`src/hw/rtl/cct_ram.sv`:
```
// Generic single-clock RAM, one write port and one registered read port.
module cct_ram #(
    parameter int WIDTH = 8,
    parameter int DEPTH = 256
) (
    input  logic                     clk,
    input  logic                     we,
    input  logic [$clog2(DEPTH)-1:0] waddr,
    input  logic [WIDTH-1:0]         wdata,
    input  logic                     re,
    input  logic [$clog2(DEPTH)-1:0] raddr,
    output logic [WIDTH-1:0]         rdata
);

    logic [WIDTH-1:0] mem [DEPTH];
    logic [WIDTH-1:0] rdata_reg;

    always_ff @(posedge clk)
    begin
        if (we)
            mem[waddr] <= wdata;
        if (re)
            rdata_reg <= mem[raddr];
    end

    assign rdata = rdata_reg;

endmodule

```
`config.mk`:
```
export PLATFORM = sky130hd
export DESIGN_NAME = cct_ram
export DESIGN_NICKNAME = d
export VERILOG_FILES = /design/src/hw/rtl/cct_ram.sv
export SDC_FILE = /design/constraint.sdc
export NUM_CORES = 2
export LEC_CHECK = 0
export ABC_CLOCK_PERIOD_IN_PS = 3400
export BUFFER_PORTS_ARGS = -buffer_cell sky130_fd_sc_hd__buf_2
export CAP_MARGIN = 30
export CORE_MARGIN = 2
export CORE_UTILIZATION = 50
export CTS_CLUSTER_SIZE = 14
export DETAILED_ROUTE_END_ITERATION = 10
export PLACE_DENSITY = 0.7
export RECOVER_POWER = 100
export REMOVE_ABC_BUFFERS = 1
export SYNTH_ARGS = -nofsm -noshare
export SYNTH_HDL_FRONTEND = slang
export SYNTH_SLANG_ARGS = --single-unit
```
`constraint.sdc`:
```
create_clock -name clk -period 3.4 [get_ports clk]
set_input_delay 0.85 -clock clk [delete_from_list [all_inputs] [get_ports clk]]
set_output_delay 0.85 -clock clk [all_outputs]
set_load 0.02 [all_outputs]
```
; Word level (Yosys, flattened, before mapping)
; Memory sizes are Yosys's and may differ from the RTL's. A register that Yosys moved wholly into a read port is not among the register bits.
; Cells that the tools add are included.
[totals]
reg_bits = 0
input_bits = 27
latchBits = 0
mem_bits_rw = 2048
romBits = 0
elab_cells = 3
n_memories = 1
[memory_table]
columns = name, words, width, rd, rd_clocked_by_memory_dff, write_ports, line_no
row1 = mem, 256, 8, 1, 1, 1, 15  ; logic [WIDTH-1:0] mem [DEPTH];
[op_classes]
n_eq_ne = 0
add_sub_neg = 0
n_div = 0
bitwise = 0
mul = 0
shifts = 0
n_lt_le_gt_ge = 0
n_reduce_logical = 0
mux = 2
[ops]
columns = operator, count
row1 = $mux W1, 2

; Longest topological paths before layout
[depth]
depth_word = 2
mapped_depth = 11
ltp_nobuf = 6

; Worst setup path before layout
; No wires, ideal clock.
[synth_timing]
path_kind = input-to-reg
start = in raddr[0]
end = reg rdata_reg[2] (netlist: rdata[2]) (read register of mem) (data pin)
setup_ns = 0.269
t_required_ns = 3.131
cell_stages = 9
slack_ns = 0.474
n_path_buf = 4
arrival_ns = 2.657
cell_sequence = buf_6 -> buf_12 -> buf_8 -> buf_2 -> mux4_2 -> a22oi_1 -> a21oi_1 -> nor4_1 -> nor4_2
[synth_lines]
columns = element, line_no
row1 = from (decl), 11  ; input logic [$clog2(DEPTH)-1:0] raddr,
row2 = to (decl), 16  ; logic [WIDTH-1:0] rdata_reg;

; Worst setup path in the final report
[layout_timing]
start = in waddr[1]
end = mem mem[109][2] (enable)
[layout_lines]
columns = element, line_no
row1 = from (decl), 8  ; input logic [$clog2(DEPTH)-1:0] waddr,
row2 = to (decl), 15
; Straight into the memory's write port.

==> tab_implementation.tex <==
\begin{tabular}{lr}
\hline
Metric & Value \\
\hline
\multicolumn{2}{l}{\textbf{Floorplanning}} \\
\quad Row count & 146 \\
\quad Count of pins on the block boundary & 35 \\
\quad Full die area & 0.1625 mm2 \\
\quad Starting density of the core & 50.34\% \\
\quad Width of the die & 403.1 um \\
\quad Core area & 0.1582 mm2 \\
\quad Y dimension of the die & 403.1 um \\
\multicolumn{2}{l}{\textbf{Power}} \\
\quad Worst IR drop on VDD & 0.5385 mV \\
\quad Power density normalized to cell area & 578.7 mW/mm2 \\
\quad Pwr Total & 0.05316 W \\
\quad Leakage power & 28.78 nW \\
\multicolumn{2}{l}{\textbf{Setup path}} \\
\quad Critical-path cell list & clkbuf\_1, nor2b\_1, clkbuf\_1, nand4\_1, clkbuf\_1, nor2\_1, clkbuf\_1 \\
\quad Cell class contributing the biggest share of worst-path delay & buffers and inverters \\
\quad Req. time, crit path & 3910 ps \\
\quad Kind of end point of the critical path & register \\
\quad Buffers \& Inverters on Critical Path & 4 \\
\quad Number of cells on the worst reg-to-reg path & 6 \\
\quad R2r setup slk & 670 ps \\
\quad Max stage delay cell, worst path & sky130\_fd\_sc\_hd\_\_clkbuf\_1 \\
\quad Worst path max stage delay & 1550 ps \\
\quad Startpoint of the worst-slack reg-to-reg timing path & mem[142][3]\$\_DFFE\_PP\_ \\
\quad Worst setup path startpoint & waddr[1] \\
\quad Setup crit start kind & input port \\
\quad Classification of the worst setup path & in2reg \\
\quad Worst Path Arrival & 3890 ps \\
\quad Endpoint of the most critical setup path & mem[109][2]\$\_DFFE\_PP\_ \\
\quad Worst Path Max Fanout & 13 \\
\quad Number of logic stages on the critical path including buffering & 7 \\
\quad Reg-to-reg critical path endpoint & rdata[3]\$\_DFFE\_PP\_ \\
\quad CP dominant cell by count & sky130\_fd\_sc\_hd\_\_clkbuf\_1 \\
\multicolumn{2}{l}{\textbf{CTS}} \\
\quad Clock root buffer & sky130\_fd\_sc\_hd\_\_clkbuf\_16 \\
\quad Clock tree from TritonCTS & done \\
\quad Max Root-Sink Buffers & 3 \\
\quad Hold-fix buffer count after cts & 0 \\
\quad Clock sinks & 2056 \\
\quad Post-CTS setup-driven buffer insertion count & 0 \\
\quad Clock transition at path regs & 60 ps \\
\quad Total number of H-tree levels & 4 \\
\quad Count of cells resized by post-cts repair & 0 \\
\quad Num CTS Buffers & 198 \\
\quad Latest clock arrival within the worst-skew pair & 850 ps \\
\multicolumn{2}{l}{\textbf{Timing}} \\
\quad Slew Viols, Final & 682 \\
\quad Peak clock frequency supported by timing & 296.3 MHz \\
\quad Tcrit/Tclk final & 99.25\% \\
\quad RSZ-0062 raised after global routing & no \\
\quad Skew final & 51.74 ps \\
\quad Number of endpoints failing setup at the final stage & 0 \\
\quad Tightest slew margin relative to the limit & -76.29\% \\
\quad Least-Margin Pin Slew & 2644 ps \\
\quad Final hold violation count & 0 \\
\quad Final min period & 3374 ps \\
\multicolumn{2}{l}{\textbf{Synthesis}} \\
\quad Part of the Yosys area used for sequential elements & 77.53\% \\
\quad Post-synth top area cell & sky130\_fd\_sc\_hd\_\_edfxtp\_1 \\
\quad Netlist area before placement & 0.07964 mm2 \\
\quad Count of synthesis-stage warnings from yosys & 0 \\
\quad Number of enable flip-flop cells after synthesis & 2056 \\
\quad Share of Yosys cell area claimed by the top area cell type & 77.53\% \\
\quad Register bit total from synthesis & 2056 \\
\quad Most used DFF post-synth & sky130\_fd\_sc\_hd\_\_edfxtp\_1 \\
\quad Number of cells produced by synthesis & 3733 \\
\quad Mean Syn Cell Area & 21.33 um2 \\
\quad Dominant cell by count in the synthesized netlist & sky130\_fd\_sc\_hd\_\_edfxtp\_1 \\
\quad Top cells by count, synth & sky130\_fd\_sc\_hd\_\_edfxtp\_1, sky130\_fd\_sc\_hd\_\_mux4\_2, sky130\_fd\_sc\_hd\_\_nor2\_1 \\
\quad Post-synth ARST share & 0\% \\
\quad Number of distinct library cells after synthesis & 54 \\
\quad Top post-synthesis cells by area & sky130\_fd\_sc\_hd\_\_edfxtp\_1, sky130\_fd\_sc\_hd\_\_mux4\_2, sky130\_fd\_sc\_hd\_\_mux2i\_1, sky130\_fd\_sc\_hd\_\_nor2\_1, sky130\_fd\_sc\_hd\_\_a22oi\_1 \\
\multicolumn{2}{l}{\textbf{Global routing}} \\
\quad GRT Overall Usage & 24.49\% \\
\quad Total congestion overflow after global routing & 0 \\
\quad Via count of the first global-routing pass & 40851 \\
\quad Pin count of the biggest net entering global routing & 99 \\
\quad Global-route wire length before repair & 286400 um \\
\quad Number of antenna violations at the first check in global routing & 7 \\
\multicolumn{2}{l}{\textbf{Detailed routing}} \\
\quad Mean routed wirelength per cell & 29.89 um \\
\quad Count of antenna-violating nets left after detailed routing & 0 \\
\quad Highest layer used for signal routing & met4 \\
\quad Total vias in the final route & 41037 \\
\quad Routed vias/inst & 6.218 \\
\quad Routed wire length on met3 & 20800 um \\
\quad Sum of routed wire segments on met1 & 75240 um \\
\quad DR pass1 iterations & 6 \\
\quad Number of DRC violations after detailed routing & 0 \\
\quad Final wirelength & 197300 um \\
\quad Number of DRC violations after detailed-routing iteration 0 & 5796 \\
\quad Detailed route wirelength on metal2 & 94450 um \\
\multicolumn{2}{l}{\textbf{Cells and area}} \\
\quad Fraction of final layout cells with drive strength greater than 1 & 24.52\% \\
\quad Layout-stage area growth over the synthesis result & 15.36\% \\
\quad Fill cell instance count of the final layout & 11383 \\
\quad Filler-free cell count of the finished design & 6600 \\
\quad Final cell area excluding filler cells & 0.09187 mm2 \\
\quad Largest register FFs & 2048 \\
\quad Final nets & 4381 \\
\multicolumn{2}{l}{\textbf{Placed design}} \\
\quad Count of input and output buffers & 34 \\
\quad Number of cells after detailed placement & 6226 \\
\quad Routability-driven placement congestion ratio & 0.8564 \\
\quad Post-place instance area & 0.08652 mm2 \\
\quad Detailed placer's ending HPWL & 124700 um \\
\multicolumn{2}{l}{\textbf{Outcome}} \\
\quad Failing checks & capacitance limit, slew limit \\
\quad Outcome & complete, but fails checks \\
\multicolumn{2}{l}{\textbf{Run}} \\
\quad Count of maximum capacitance violations & 15 \\
\multicolumn{2}{l}{\textbf{Min path}} \\
\quad Hold/Removal Path Class & in2reg \\
\hline
\end{tabular}
## per-layer routing
metal / vias to the layer above / global-route usage, %
met5: - / 0
met4: 0 / 8.319
met3: 356 / 4.874
met2: 2256 / 38.74
met1: 21459 / 34.50
li1: 16966 / -
## cell usage in the layout, fill, tap and decap left out, types with 13 or more instances in the layout
cell                        synthesis  routed
sky130_fd_sc_hd__mux2i_1          134     134
sky130_fd_sc_hd__a211oi_1          16      15
sky130_fd_sc_hd__a221oi_1          13      13
sky130_fd_sc_hd__buf_12             8      54
sky130_fd_sc_hd__nand3_1           34      34
sky130_fd_sc_hd__nand2_1           33      33
sky130_fd_sc_hd__nor4_1            24      24
sky130_fd_sc_hd__o22ai_1           28      28
sky130_fd_sc_hd__nor2b_1           31      28
sky130_fd_sc_hd__a21oi_1           96      96
sky130_fd_sc_hd__a22oi_1          133     133
sky130_fd_sc_hd__clkbuf_16          0     198
sky130_fd_sc_hd__mux4_2           454     454
sky130_fd_sc_hd__o221ai_1          46      46
sky130_fd_sc_hd__clkinv_1           1      42
sky130_fd_sc_hd__buf_4             27     251
sky130_fd_sc_hd__clkinv_2           0      45
sky130_fd_sc_hd__bufinv_16          0      26
sky130_fd_sc_hd__nor2_1           282     279
sky130_fd_sc_hd__edfxtp_1        2056    2056
sky130_fd_sc_hd__clkbuf_2           0      24
sky130_fd_sc_hd__nor3_1            22      22
sky130_fd_sc_hd__clkbuf_1         111     345
## stage by stage
stage | hold WS, ps | setup TNS (ps) | util (%) | worst slack, ps
global placement | 1167 | -3811 | 54.69 | -837.2
global route | 691.0 | 0 | 58.06 | 129.9
floorplan | 857.3 | 0 | - | 56.89
finish | 753.2 | 0 | 58.07 | 25.50
detailed placement | 1172 | -3725 | 54.69 | -801.3
CTS | 365.3 | 0 | 58.91 | 95.17
## how the worst min path moves through the flow
stage | startpoint | endpoint | slack [ps] | cells past startpoint
floorplan | mem[32][5]$_DFFE_PP_ | rdata[5]$_DFFE_PP_ | 860 | 6
global placement | mem[63][3]$_DFFE_PP_ | rdata[3]$_DFFE_PP_ | 1170 | 6
detailed placement | mem[6][6]$_DFFE_PP_ | rdata[6]$_DFFE_PP_ | 1170 | 7
CTS | wdata[3] | mem[224][3]$_DFFE_PP_ | 370 | 1
global route | re | rdata[1]$_DFFE_PP_ | 690 | 1
finish | waddr[6] | mem[24][6]$_DFFE_PP_ | 750 | 4
## kinds of logic after synthesis
logic type             count (synthesis)  share of synthesized area [%]
and+or+nand+nor                      466                          2.625
AOI/OAI and AO/OA                    385                          3.416
buffers and inverters                235                          1.829
DFF                                 2056                          77.53
muxes                                591                          14.60
## report_power, final
| group | internal (W) | switching (W) | total, W |
|---|---|---|---|
| sequential | 0.0280 | 0.0000428 | 0.0280 |
| combinational | 0.00106 | 0.00169 | 0.00275 |
| clock | 0.0128 | 0.00961 | 0.0224 |
## worst min-delay path: cells and delay by family
family                 cells  cell delay (ps)
AND/OR/NAND/NOR            3              430
buffers and inverters      1              140
## final cells by class
class	count	area, um2	share of cell area [%]
clock buffers	232	5082	5.532
inverters	2	7.507	0.008172
well taps	2072	2592	2.822
multi-input cells	1442	16490	17.94
flip-flops and latches	2056	61740	67.20
clock inverters	136	1594	1.735
diodes	6	15.01	0.01634
repair buffers	654	4353	4.738
(Power assumes the default switching activity.)
