$ cat src/hw/rtl/cct_pkg.sv
// Shared types, constants and helpers for the category color table.
package cct_pkg;

    localparam int DEPTH      = 4096;
    localparam int ADDR_W     = $clog2(DEPTH);
    localparam int LEN_W      = ADDR_W + 1;
    localparam int CAT_W      = 32;
    localparam int DIFF_W     = CAT_W + 1;
    localparam int LEVEL_IN_W = 16;
    localparam int COLOR_W    = 8;
    localparam int STATUS_W   = 2;

    localparam int S_TDATA_W  = 80;
    localparam int M_TDATA_W  = 96;

    localparam logic OP_INSERT = 1'b0;
    localparam logic OP_READ   = 1'b1;

    localparam logic [STATUS_W-1:0] ST_DONE     = 2'd0;
    localparam logic [STATUS_W-1:0] ST_CAPACITY = 2'd1;
    localparam logic [STATUS_W-1:0] ST_MISS     = 2'd2;

    localparam logic [COLOR_W-1:0] WHITE = 8'd255;

    typedef enum logic [2:0] {
        S_IDLE,
        S_CALC,
        S_DECIDE,
        S_FILL,
        S_WRITE,
        S_RDATA,
        S_OUT
    } state_t;

    typedef struct packed {
        logic                     is_set;
        logic [COLOR_W-1:0]       blue;
        logic [COLOR_W-1:0]       green;
        logic [COLOR_W-1:0]       red;
    } entry_t;

    localparam int ENTRY_W = $bits(entry_t);

    typedef struct packed {
        logic                     op;
        logic signed [CAT_W-1:0]  category;
        logic [COLOR_W-1:0]       red;
        logic [COLOR_W-1:0]       green;
        logic [COLOR_W-1:0]       blue;
    } req_t;

    typedef struct packed {
        logic [STATUS_W-1:0]      status;
        logic [COLOR_W-1:0]       red;
        logic [COLOR_W-1:0]       green;
        logic [COLOR_W-1:0]       blue;
        logic                     is_set;
        logic signed [CAT_W-1:0]  span_low;
        logic signed [CAT_W-1:0]  span_high;
    } res_t;

    typedef struct packed {
        logic                     we;
        logic [ADDR_W-1:0]        waddr;
        entry_t                   wdata;
        logic                     re;
        logic [ADDR_W-1:0]        raddr;
    } ram_req_t;

    typedef struct packed {
        logic                     idle;
        logic                     res_valid;
    } ctrl_stat_t;

    function automatic logic [COLOR_W-1:0] clamp_level(input logic signed [LEVEL_IN_W-1:0] x);
        logic [COLOR_W-1:0] y;
        if (x[LEVEL_IN_W-1])
            y = '0;
        else if (x[LEVEL_IN_W-2:COLOR_W] != '0)
            y = WHITE;
        else
            y = x[COLOR_W-1:0];
        return y;
    endfunction

endpackage

$ cat src/hw/rtl/cct_ctrl.sv
// Sequencer and span bookkeeping: range checks, gap fill walk, RAM access.
module cct_ctrl (
    input  logic                clk,
    input  logic                rst_n,
    input  logic                start,
    input  cct_pkg::req_t       req,
    input  logic                out_free,
    input  cct_pkg::entry_t     rdata,
    output cct_pkg::ram_req_t   ram,
    output cct_pkg::ctrl_stat_t stat,
    output cct_pkg::res_t       res
);

    cct_pkg::state_t state_reg, state_next;

    logic                                  active_reg, active_next;
    logic signed [cct_pkg::CAT_W-1:0]      low_reg, low_next;
    logic signed [cct_pkg::CAT_W-1:0]      high_reg, high_next;
    logic [cct_pkg::ADDR_W-1:0]            base_reg, base_next;
    logic [cct_pkg::LEN_W-1:0]             len_reg, len_next;

    cct_pkg::req_t                         req_reg, req_next;
    logic signed [cct_pkg::DIFF_W-1:0]     hi_diff_reg, hi_diff_next;
    logic signed [cct_pkg::DIFF_W-1:0]     lo_diff_reg, lo_diff_next;
    logic signed [cct_pkg::DIFF_W-1:0]     off_reg, off_next;
    logic [cct_pkg::ADDR_W-1:0]            fill_addr_reg, fill_addr_next;
    logic [cct_pkg::ADDR_W-1:0]            fill_cnt_reg, fill_cnt_next;
    logic [cct_pkg::ADDR_W-1:0]            wr_addr_reg, wr_addr_next;
    logic [cct_pkg::STATUS_W-1:0]          status_reg, status_next;
    cct_pkg::entry_t                       color_reg, color_next;

    // decision terms, valid in S_DECIDE
    logic                                  is_ins, above, below, cap_err, hit;
    logic [cct_pkg::ADDR_W-1:0]            gap_lo;
    logic [cct_pkg::ADDR_W-1:0]            new_base;
    logic [cct_pkg::LEN_W-1:0]             len_below;
    logic [cct_pkg::ADDR_W-1:0]            fill_cnt_calc;
    logic [cct_pkg::ADDR_W-1:0]            fill_addr_calc;
    logic [cct_pkg::ADDR_W-1:0]            wr_addr_calc;
    logic [cct_pkg::LEN_W-1:0]             len_calc;

    always_comb
    begin
        is_ins    = (req_reg.op == cct_pkg::OP_INSERT);
        above     = (hi_diff_reg > 0);
        below     = (lo_diff_reg > 0);
        gap_lo    = lo_diff_reg[cct_pkg::ADDR_W-1:0];
        new_base  = base_reg - gap_lo;
        len_below = len_reg + {1'b0, gap_lo};
        hit       = active_reg && !above && !below;
        cap_err   = 1'b0;
        fill_cnt_calc  = '0;
        fill_addr_calc = base_reg + len_reg[cct_pkg::ADDR_W-1:0];
        wr_addr_calc   = base_reg + off_reg[cct_pkg::ADDR_W-1:0];
        len_calc       = len_reg;
        if (!active_reg)
        begin
            wr_addr_calc = '0;
            len_calc     = cct_pkg::LEN_W'(1);
        end
        else if (above)
        begin
            cap_err       = (off_reg[cct_pkg::DIFF_W-1:cct_pkg::ADDR_W] != '0);
            fill_cnt_calc = hi_diff_reg[cct_pkg::ADDR_W-1:0] - cct_pkg::ADDR_W'(1);
            len_calc      = {1'b0, off_reg[cct_pkg::ADDR_W-1:0]} + cct_pkg::LEN_W'(1);
        end
        else if (below)
        begin
            cap_err        = (lo_diff_reg[cct_pkg::DIFF_W-1:cct_pkg::ADDR_W] != '0)
                          || (len_below > cct_pkg::LEN_W'(cct_pkg::DEPTH));
            fill_cnt_calc  = gap_lo - cct_pkg::ADDR_W'(1);
            fill_addr_calc = new_base + cct_pkg::ADDR_W'(1);
            wr_addr_calc   = new_base;
            len_calc       = len_below;
        end
    end

    always_comb
    begin
        state_next = state_reg;
        case (state_reg)
            cct_pkg::S_IDLE:
                if (start)
                    state_next = cct_pkg::S_CALC;
            cct_pkg::S_CALC:
                state_next = cct_pkg::S_DECIDE;
            cct_pkg::S_DECIDE:
                if (!is_ins)
                    state_next = hit ? cct_pkg::S_RDATA : cct_pkg::S_OUT;
                else if (cap_err || fill_cnt_calc == '0)
                    state_next = cct_pkg::S_OUT;
                else
                    state_next = cct_pkg::S_FILL;
            cct_pkg::S_FILL:
                if (fill_cnt_reg == cct_pkg::ADDR_W'(1))
                    state_next = cct_pkg::S_WRITE;
            cct_pkg::S_WRITE:
                state_next = cct_pkg::S_OUT;
            cct_pkg::S_RDATA:
                state_next = cct_pkg::S_OUT;
            cct_pkg::S_OUT:
                if (out_free)
                    state_next = cct_pkg::S_IDLE;
            default:
                state_next = cct_pkg::S_IDLE;
        endcase
    end

    always_comb
    begin
        active_next    = active_reg;
        low_next       = low_reg;
        high_next      = high_reg;
        base_next      = base_reg;
        len_next       = len_reg;
        req_next       = req_reg;
        hi_diff_next   = hi_diff_reg;
        lo_diff_next   = lo_diff_reg;
        off_next       = off_reg;
        fill_addr_next = fill_addr_reg;
        fill_cnt_next  = fill_cnt_reg;
        wr_addr_next   = wr_addr_reg;
        status_next    = status_reg;
        color_next     = color_reg;
        ram            = '0;
        stat.idle      = (state_reg == cct_pkg::S_IDLE);
        stat.res_valid = 1'b0;

        case (state_reg)
            cct_pkg::S_IDLE:
                if (start)
                    req_next = req;
            cct_pkg::S_CALC:
            begin
                hi_diff_next = {req_reg.category[cct_pkg::CAT_W-1], req_reg.category}
                             - {high_reg[cct_pkg::CAT_W-1], high_reg};
                lo_diff_next = {low_reg[cct_pkg::CAT_W-1], low_reg}
                             - {req_reg.category[cct_pkg::CAT_W-1], req_reg.category};
                off_next     = {req_reg.category[cct_pkg::CAT_W-1], req_reg.category}
                             - {low_reg[cct_pkg::CAT_W-1], low_reg};
            end
            cct_pkg::S_DECIDE:
            begin
                color_next  = '{is_set: 1'b0, blue: cct_pkg::WHITE, green: cct_pkg::WHITE,
                                red: cct_pkg::WHITE};
                status_next = cct_pkg::ST_DONE;
                if (!is_ins)
                begin
                    ram.re    = hit;
                    ram.raddr = base_reg + off_reg[cct_pkg::ADDR_W-1:0];
                    if (!hit)
                        status_next = cct_pkg::ST_MISS;
                end
                else if (cap_err)
                    status_next = cct_pkg::ST_CAPACITY;
                else
                begin
                    active_next = 1'b1;
                    len_next    = len_calc;
                    if (!active_reg)
                    begin
                        low_next  = req_reg.category;
                        high_next = req_reg.category;
                        base_next = '0;
                    end
                    else if (above)
                        high_next = req_reg.category;
                    else if (below)
                    begin
                        low_next  = req_reg.category;
                        base_next = new_base;
                    end
                    fill_cnt_next  = fill_cnt_calc;
                    fill_addr_next = fill_addr_calc;
                    wr_addr_next   = wr_addr_calc;
                    color_next     = '{is_set: 1'b1, blue: req_reg.blue,
                                       green: req_reg.green, red: req_reg.red};
                    if (fill_cnt_calc == '0)
                    begin
                        ram.we    = 1'b1;
                        ram.waddr = wr_addr_calc;
                        ram.wdata = '{is_set: 1'b1, blue: req_reg.blue,
                                      green: req_reg.green, red: req_reg.red};
                    end
                end
            end
            cct_pkg::S_FILL:
            begin
                ram.we         = 1'b1;
                ram.waddr      = fill_addr_reg;
                ram.wdata      = '{is_set: 1'b0, blue: cct_pkg::WHITE,
                                   green: cct_pkg::WHITE, red: cct_pkg::WHITE};
                fill_addr_next = fill_addr_reg + cct_pkg::ADDR_W'(1);
                fill_cnt_next  = fill_cnt_reg - cct_pkg::ADDR_W'(1);
            end
            cct_pkg::S_WRITE:
            begin
                ram.we    = 1'b1;
                ram.waddr = wr_addr_reg;
                ram.wdata = color_reg;
            end
            cct_pkg::S_RDATA:
                color_next = rdata;
            cct_pkg::S_OUT:
                stat.res_valid = 1'b1;
            default:
                ram = '0;
        endcase

        res.status    = status_reg;
        res.red       = color_reg.red;
        res.green     = color_reg.green;
        res.blue      = color_reg.blue;
        res.is_set    = color_reg.is_set;
        res.span_low  = low_reg;
        res.span_high = high_reg;
    end

    always_ff @(posedge clk or negedge rst_n)
    begin
        if (!rst_n)
        begin
            state_reg  <= cct_pkg::S_IDLE;
            active_reg <= 1'b0;
            low_reg    <= '0;
            high_reg   <= '0;
            base_reg   <= '0;
            len_reg    <= '0;
        end
        else
        begin
            state_reg  <= state_next;
            active_reg <= active_next;
            low_reg    <= low_next;
            high_reg   <= high_next;
            base_reg   <= base_next;
            len_reg    <= len_next;
        end
    end

    always_ff @(posedge clk)
    begin
        req_reg       <= req_next;
        hi_diff_reg   <= hi_diff_next;
        lo_diff_reg   <= lo_diff_next;
        off_reg       <= off_next;
        fill_addr_reg <= fill_addr_next;
        fill_cnt_reg  <= fill_cnt_next;
        wr_addr_reg   <= wr_addr_next;
        status_reg    <= status_next;
        color_reg     <= color_next;
    end

endmodule

$ cat config.mk
export PLATFORM = sky130hd
export DESIGN_NAME = cct_ctrl
export DESIGN_NICKNAME = d
export VERILOG_FILES = /design/src/hw/rtl/cct_pkg.sv /design/src/hw/rtl/cct_ctrl.sv
export SDC_FILE = /design/constraint.sdc
export NUM_CORES = 1
export LEC_CHECK = 0
export ABC_AREA = 1
export CAP_MARGIN = 20
export CELL_PAD_IN_SITES_DETAIL_PLACEMENT = 0
export CELL_PAD_IN_SITES_GLOBAL_PLACEMENT = 1
export CORE_ASPECT_RATIO = 1.4
export CORE_UTILIZATION = 40
export CTS_CLUSTER_SIZE = 14
export DETAILED_ROUTE_END_ITERATION = 8
export DONT_BUFFER_PORTS = 1
export GPL_ROUTABILITY_DRIVEN = 0
export PLACE_DENSITY = 0.84
export SETUP_SLACK_MARGIN = 0.5
export SYNTH_ARGS = -nofsm -noshare
export SYNTH_HDL_FRONTEND = slang
export SYNTH_SLANG_ARGS = --single-unit
$ cat constraint.sdc
create_clock -name clk -period 5.38 [get_ports clk]
set_input_delay 0.538 -clock clk [delete_from_list [all_inputs] [get_ports clk]]
set_output_delay 0.538 -clock clk [all_outputs]
set_load 0.05 [all_outputs]
-- Yosys cells after proc, flatten, opt, wreduce, memory -nomap -nowiden
Cells that the tools add are included.
- register bits: 312
- input bits: 86
- word-level logic and storage cells: 125
- $add $sub $neg: 13
- order comparisons: 3
- eq/ne operators: 16
- muxes and demuxes: 49
- bitwise gates (word level): 2
- reduce and logical (&&, ||, !) cells: 20
- operators with widths (cell ; count):
    $mux W12 ; 16
    $mux W32 ; 5
    $mux W38 ; 3
    $pmux W38 S3 ; 1
    $sub A32 B32 Y33 ; 3
    $gt A33 B1 Y1 const B ; 2
    $mux W13 ; 5
    $mux W25 ; 2
    $pmux W25 S2 ; 1
    $pmux W12 S2 ; 2
    $reduce_bool A21 Y1 ; 2
    $sub A12 B1 Y12 const B ; 3
    $add A12 B1 Y12 const B ; 2
    $add A12 B12 Y12 ; 2
    $pmux W3 S6 ; 1
    $mux W3 ; 5
    $add A12 B1 Y13 const B ; 1
    $add A13 B12 Y13 ; 1
    $gt A13 B13 Y1 const B ; 1
    $eq A12 B1 Y1 const B ; 1
    $logic_not A12 Y1 ; 1
    $ne A2 B2 Y1 const B ; 6
    $sub A12 B12 Y12 ; 1
    $eq A3 B3 Y1 const B ; 3
    17 further kinds ; 33

-- Longest topological paths before layout
- depth after elaboration: 10
- mapped depth: 23
- mapped depth without buffers: 22

-- Worst setup path after synthesis
Ideal clock, no wire load.
- kind: register to register
- start: reg state_reg[2]
- end: reg hi_diff_reg[0] (netlist name), enable pin
- data arrival time: 4925 ps
- required time: 4825 ps
- path slack: -101 ps
- cell stages (with the launch flop): 4
- path buffers: 2
- period minus slack after synthesis: 5481 ps
- cells stage by stage: dfrtp_1 clkbuf_1 clkbuf_1 nor2_1
- longest elaborated chain between the ends: 1
- RTL lines (element ; RTL line ; text):
    from (decl) ; cct_ctrl.sv:14 ; cct_pkg::state_t state_reg, state_next;
    from (signal assigned) ; cct_ctrl.sv:223 ; state_reg <= cct_pkg::S_IDLE;
    from (signal assigned) ; cct_ctrl.sv:232 ; state_reg <= state_next;
    $eq A3 B1 Y1 ; cct_ctrl.sv:129 ; case (state_reg)
    to (signal assigned) ; cct_ctrl.sv:244 ; hi_diff_reg <= hi_diff_next;
    to (decl) ; cct_ctrl.sv:23 ; logic signed [cct_pkg::DIFF_W-1:0] hi_diff_reg, hi_diff_next;
No other way between the ends.
A chain may end at the register's enable or synchronous reset.

==> results.md <==
- The startpoint of the worst hold path is req[14].
- Clock tree synthesis inserted a total of 35 buffers.
- The proportion of synthesized flip-flops having asynchronous set or reset is 0.299.
- 0 antenna diodes ended up in the layout.
- The critical-path cell with the highest stage delay is nor2_2.
- From synthesis to final layout, the design area changed by 9.76%.
- Counting distinct cell types in the post-synthesis netlist gives 56.
- The horizontal extent of the die is a little under 200 microns.
- The starting density of the core is 0.406.
- The register area share after synthesis is 0.410.
- Setup total negative slack on the finished layout was measured at 0 ps.
- The kind of cell adding the most delay to the critical path is simple AND/OR/NAND/NOR gates.
- The clock drives approximately 310 sinks.
- For this run, the leading register cell type out of synthesis is edfxtp_1.
- In this run, synthesis inferred 218 flip-flops with an integrated enable.
- The worst register-to-register path has a depth of 23.
- The maximum clock insertion buffer count is 3.
- The worst hold slack is around 67 ps.
- The area of the placeable core is approximately 53000 sq um.
- Dividing the final minimum period by the clock period gives 0.851.
- The flip-flop count of the largest register, all copies and words added is 57.
- In the final design database the tool counted 3023 nets.
- In this run the tightest slew margin relative to its limit is 0.249.
- The startpoint identified for the worst register-to-register timing path is lo_diff_reg[0].
- For the pin with the worst max-slew slack, the measured transition is 1120 ps.
- The endpoint of the worst-slack reg-to-reg timing path is low_reg[28].
- STA classifies the critical path endpoint as an output port.
- After detailed routing, the number of vias per cell comes to 5.31.
- The post-route non-filler standard cell count is 3522.
- After layout, the minimum clock period comes to 4580 ps.
- The number of instances in the synthesized netlist is ~2800.
- Synthesis inferred about 310 register bits.
- The number of failing setup endpoints in the final timing report is 0.
- VDD sags by at most ~0.45 mV.
- The routed design uses between 3000 and 4000 microns of met3 wire.
- The cell total after placement is around 3500.
- After detailed routing, the wire length on met1 is between 20000 and 25000 microns.
- The highest metal layer used by the detailed router is met5.
- The clock input transition at the sequential cells of the worst setup and hold paths is roughly 60 ps.
- The library cell appearing most often on the critical path is nand2_1.
- Setup repair after global routing left no endpoint under its margin.
- The buffering stage count on the worst path with inverters included is 2.
- The initial antenna violation count is 1.
- The final count of pins violating max slew is 0.
- The number of port buffers is 0.
- The first global-routing pass estimated 102000 microns of wire.
- The standard-cell row count is 100.
- The H-tree depth reported by CTS is 2.
- Entering global routing, the biggest net connects between 90 and 100 pins.
- The slack of the worst reg-to-reg path is 1420 ps.
- At the later pin of the worst-skew pair, clock insertion delay measures around 560 ps.
- The number of global-route vias before repair is roughly 18000.
- The clock arrives with about 34 ps of skew.
- The number of nets produced by synthesis is about 3000.
- The Yosys step of the flow raised 0 warnings.
- The maximum cell stage delay along the critical path is 480 ps.
- Global routing finished with a remaining overflow of 0.
- Power spread over the standard cell area amounts to ~740 nW/um^2.
- The kind of start point of the critical path is a flip-flop.
- Each instance of the synthesized netlist takes up on average between 7 and 8 sq um.
- The worst hold path was traced through 0 stages.
- The worst setup path is of the flip-flop to output port kind.
- The final-report hold violation count is 0.
- The routed length per instance is between 15 and 20 microns.
- The die is 277 microns tall.
- The total wire length is about 67000 microns.
- The class of the worst hold path is input pin to flip-flop.
- The max-capacitance violation count is 0.
- The combined global-route utilization of all metal layers is 0.242.
- STA puts the critical path data required time at between 4000 and 5000 ps.
- Timing would allow up to roughly 220 MHz.
- The highest fanout seen on the critical path is 11.
- The arrival time of the worst setup path is 4040 ps.
- The number of detailed-routing iterations run before antenna repair is 6.
- The run finished with clean final reports.
- The post-synthesis instance area is between 20000 and 25000 sq um.
- The wire length on met2 is around 33000 microns.
- The cell sitting at the root of the clock tree is a clkbuf_16.
- The post-detailed-route count of antenna-violating nets is 0.
- The CTS tree is built.
- The remaining routing DRC violations is 0.
- The worst min-delay path endpoint is req_reg[14].
- Walking the worst path, the cells encountered are inv_1, ha_1, nand2_1, nor2_1, nand2_1, nor2_1, nand2_1, nand2_1, nor2_1, nor2_2, inv_1, o21ai_0, nand2_1, nand2_1.
- The final route contains about 19000 vias.
- The fraction of layout instances using a drive strength above 1 is 0.0431.
- The initial detailed-routing violation count is between 1000 and 1500.
- 230 I/O pins were placed.
- After legalization and detailed placement, the total HPWL measured around 52000 microns.
- The die outline area is roughly 55000 sq um.
- The leakage component of the power is between 0.01 and 0.015 uW.
worst reg2reg max path, stage by stage, from the launching register on:
cell      delay [ps]
edfxtp_1         420
ha_1             260
inv_1             70
fa_1             380
inv_1            110
nand2_1           90
nand2_1           70
nand3_1           90
nand2_1           70
nand2_1           50
nand2_1           80
nand3_1           80
nor2_1           110
nand3_1           90
nand2_1           60
nand2_1           50
nand2_1          110
nand2_2          120
nor2_4           160
nand2_4          140
nor2_4           680
buf_4            410
nand2_1          100
nand2_1           70
layer usage:
metal	GRT usage	up-vias
met5	0	-
li1	-	9070
met3	0.0409	268
met1	0.247	8640
met4	0.187	2
met2	0.434	720
worst max-delay path by stage:
stage | start | end | slack [ps] | cells past startpoint
finish | lo_diff_reg[1] | ram[47] | 800 | 14
global route | lo_diff_reg[0] | ram[46] | 490 | 23
CTS | lo_diff_reg[0] | ram[20] | 580 | 22
detailed placement | lo_diff_reg[0] | ram[17] | 990 | 22
global placement | lo_diff_reg[0] | ram[29] | 1090 | 22
floorplan | lo_diff_reg[0] | ram[37] | 1490 | 20
cell usage after synthesis (4+ instances only):
cell	instances	area [sq um]
nor3_1	24	120
nor2_4	4	45.0
dfrtp_1	93	2330
o21ai_0	138	691
nand2_1	757	2840
a21oi_1	170	851
nand4_1	17	106
nor4_1	9	56.3
a21o_1	7	52.6
o21bai_1	11	82.6
nand2_2	5	31.3
or2_2	5	31.3
inv_1	383	1440
edfxtp_1	218	6550
o21a_1	17	128
o2111ai_1	13	114
xnor2_1	39	342
nand3b_1	5	37.5
clkbuf_1	42	158
nor2_1	327	1230
o22ai_1	7	43.8
fa_1	7	140
nand3_1	136	681
buf_2	23	115
a31oi_1	15	93.8
o211ai_1	5	37.5
nor2_2	5	31.3
ha_1	148	1850
xor2_1	113	990
o31ai_1	5	37.5
a211oi_1	4	30.0
placed cells by master, fill, tap and decap left out, types with 5 or more instances in the layout:
cell | netlist | final
o22ai_1 | 7 | 7
buf_4 | 2 | 15
edfxtp_1 | 218 | 218
clkinv_1 | 2 | 5
xnor2_1 | 39 | 39
nor2_1 | 327 | 324
o21a_1 | 17 | 17
nor2_2 | 5 | 5
xor2_1 | 113 | 113
inv_1 | 383 | 383
clkbuf_16 | 0 | 35
fa_1 | 7 | 7
nor4_1 | 9 | 9
nand2_2 | 5 | 17
ha_1 | 148 | 148
o21ai_0 | 138 | 137
a21o_1 | 7 | 7
o211ai_1 | 5 | 5
a21oi_1 | 170 | 170
nor3_1 | 24 | 22
nor2_4 | 4 | 8
bufinv_16 | 0 | 6
o21bai_1 | 11 | 11
dfrtp_1 | 93 | 93
or2_2 | 5 | 5
nand3_1 | 136 | 136
o2111ai_1 | 13 | 13
clkbuf_1 | 42 | 5
nand2_1 | 757 | 745
inv_6 | 0 | 5
a31oi_1 | 15 | 15
nand4_1 | 17 | 17
nand3b_1 | 5 | 5
o31ai_1 | 5 | 5
power breakdown:
group	total, uW	internal, uW	leakage (uW)	switching (uW)
clock network	2560	1540	0.000593	1010
logic	9300	2810	0.00714	6500
registers	5770	3890	0.00315	1880
total	17600	8240	0.0109	9390
kinds of logic (layout without fill, tap and decap cells):
family / count (synthesis) / after routing / synth area share
AOI/OAI and AO/OA: 412 / 412 / 0.108
xor gates and xnor gates: 152 / 152 / 0.0616
adders and majority gates: 155 / 155 / 0.0921
buffers and inverters: 457 / 470 / 0.0817
DFF: 311 / 311 / 0.410
muxes: 2 / 2 / 0.000926
and+or+nand+nor: 1305 / 1306 / 0.245
area by class of cell:
cell class	count	area, sq um
clock buffer	43	936
timing repair buffer	21	233
multi-input combinational	2027	11100
sequential	311	8870
fill	5355	29600
inverter	386	1450
tap	714	893
clock inverter	20	293
per-stage QoR:
step / utilization / total power (uW) / setup WS, ps / cell area [sq um]
3_5_place_dp: 0.419 / 14900 / 991 / 22300
2_1_floorplan: - / 12200 / 1490 / 21600
4_1_cts: 0.443 / 17500 / 577 / 23600
6_report: 0.445 / 17600 / 803 / 23700
3_3_place_gp: 0.419 / 14800 / 1090 / 22300
5_1_grt: 0.445 / 18800 / 487 / 23700
what timing repair did:
| action | 4_1_cts | 5_1_grt |
|---|---|---|
| endpoints found under the setup margin | 37 | 37 |
| gates resized for setup | 1 | 12 |
| gates cloned | 1 | 0 |
| hold endpoints to repair | 93 | 0 |
| pin swaps | 0 | 2 |
| hold buffers | 2 | 0 |
| buffers inserted | 0 | 3 |
No activity file was read; power rests on OpenSTA's default activity.
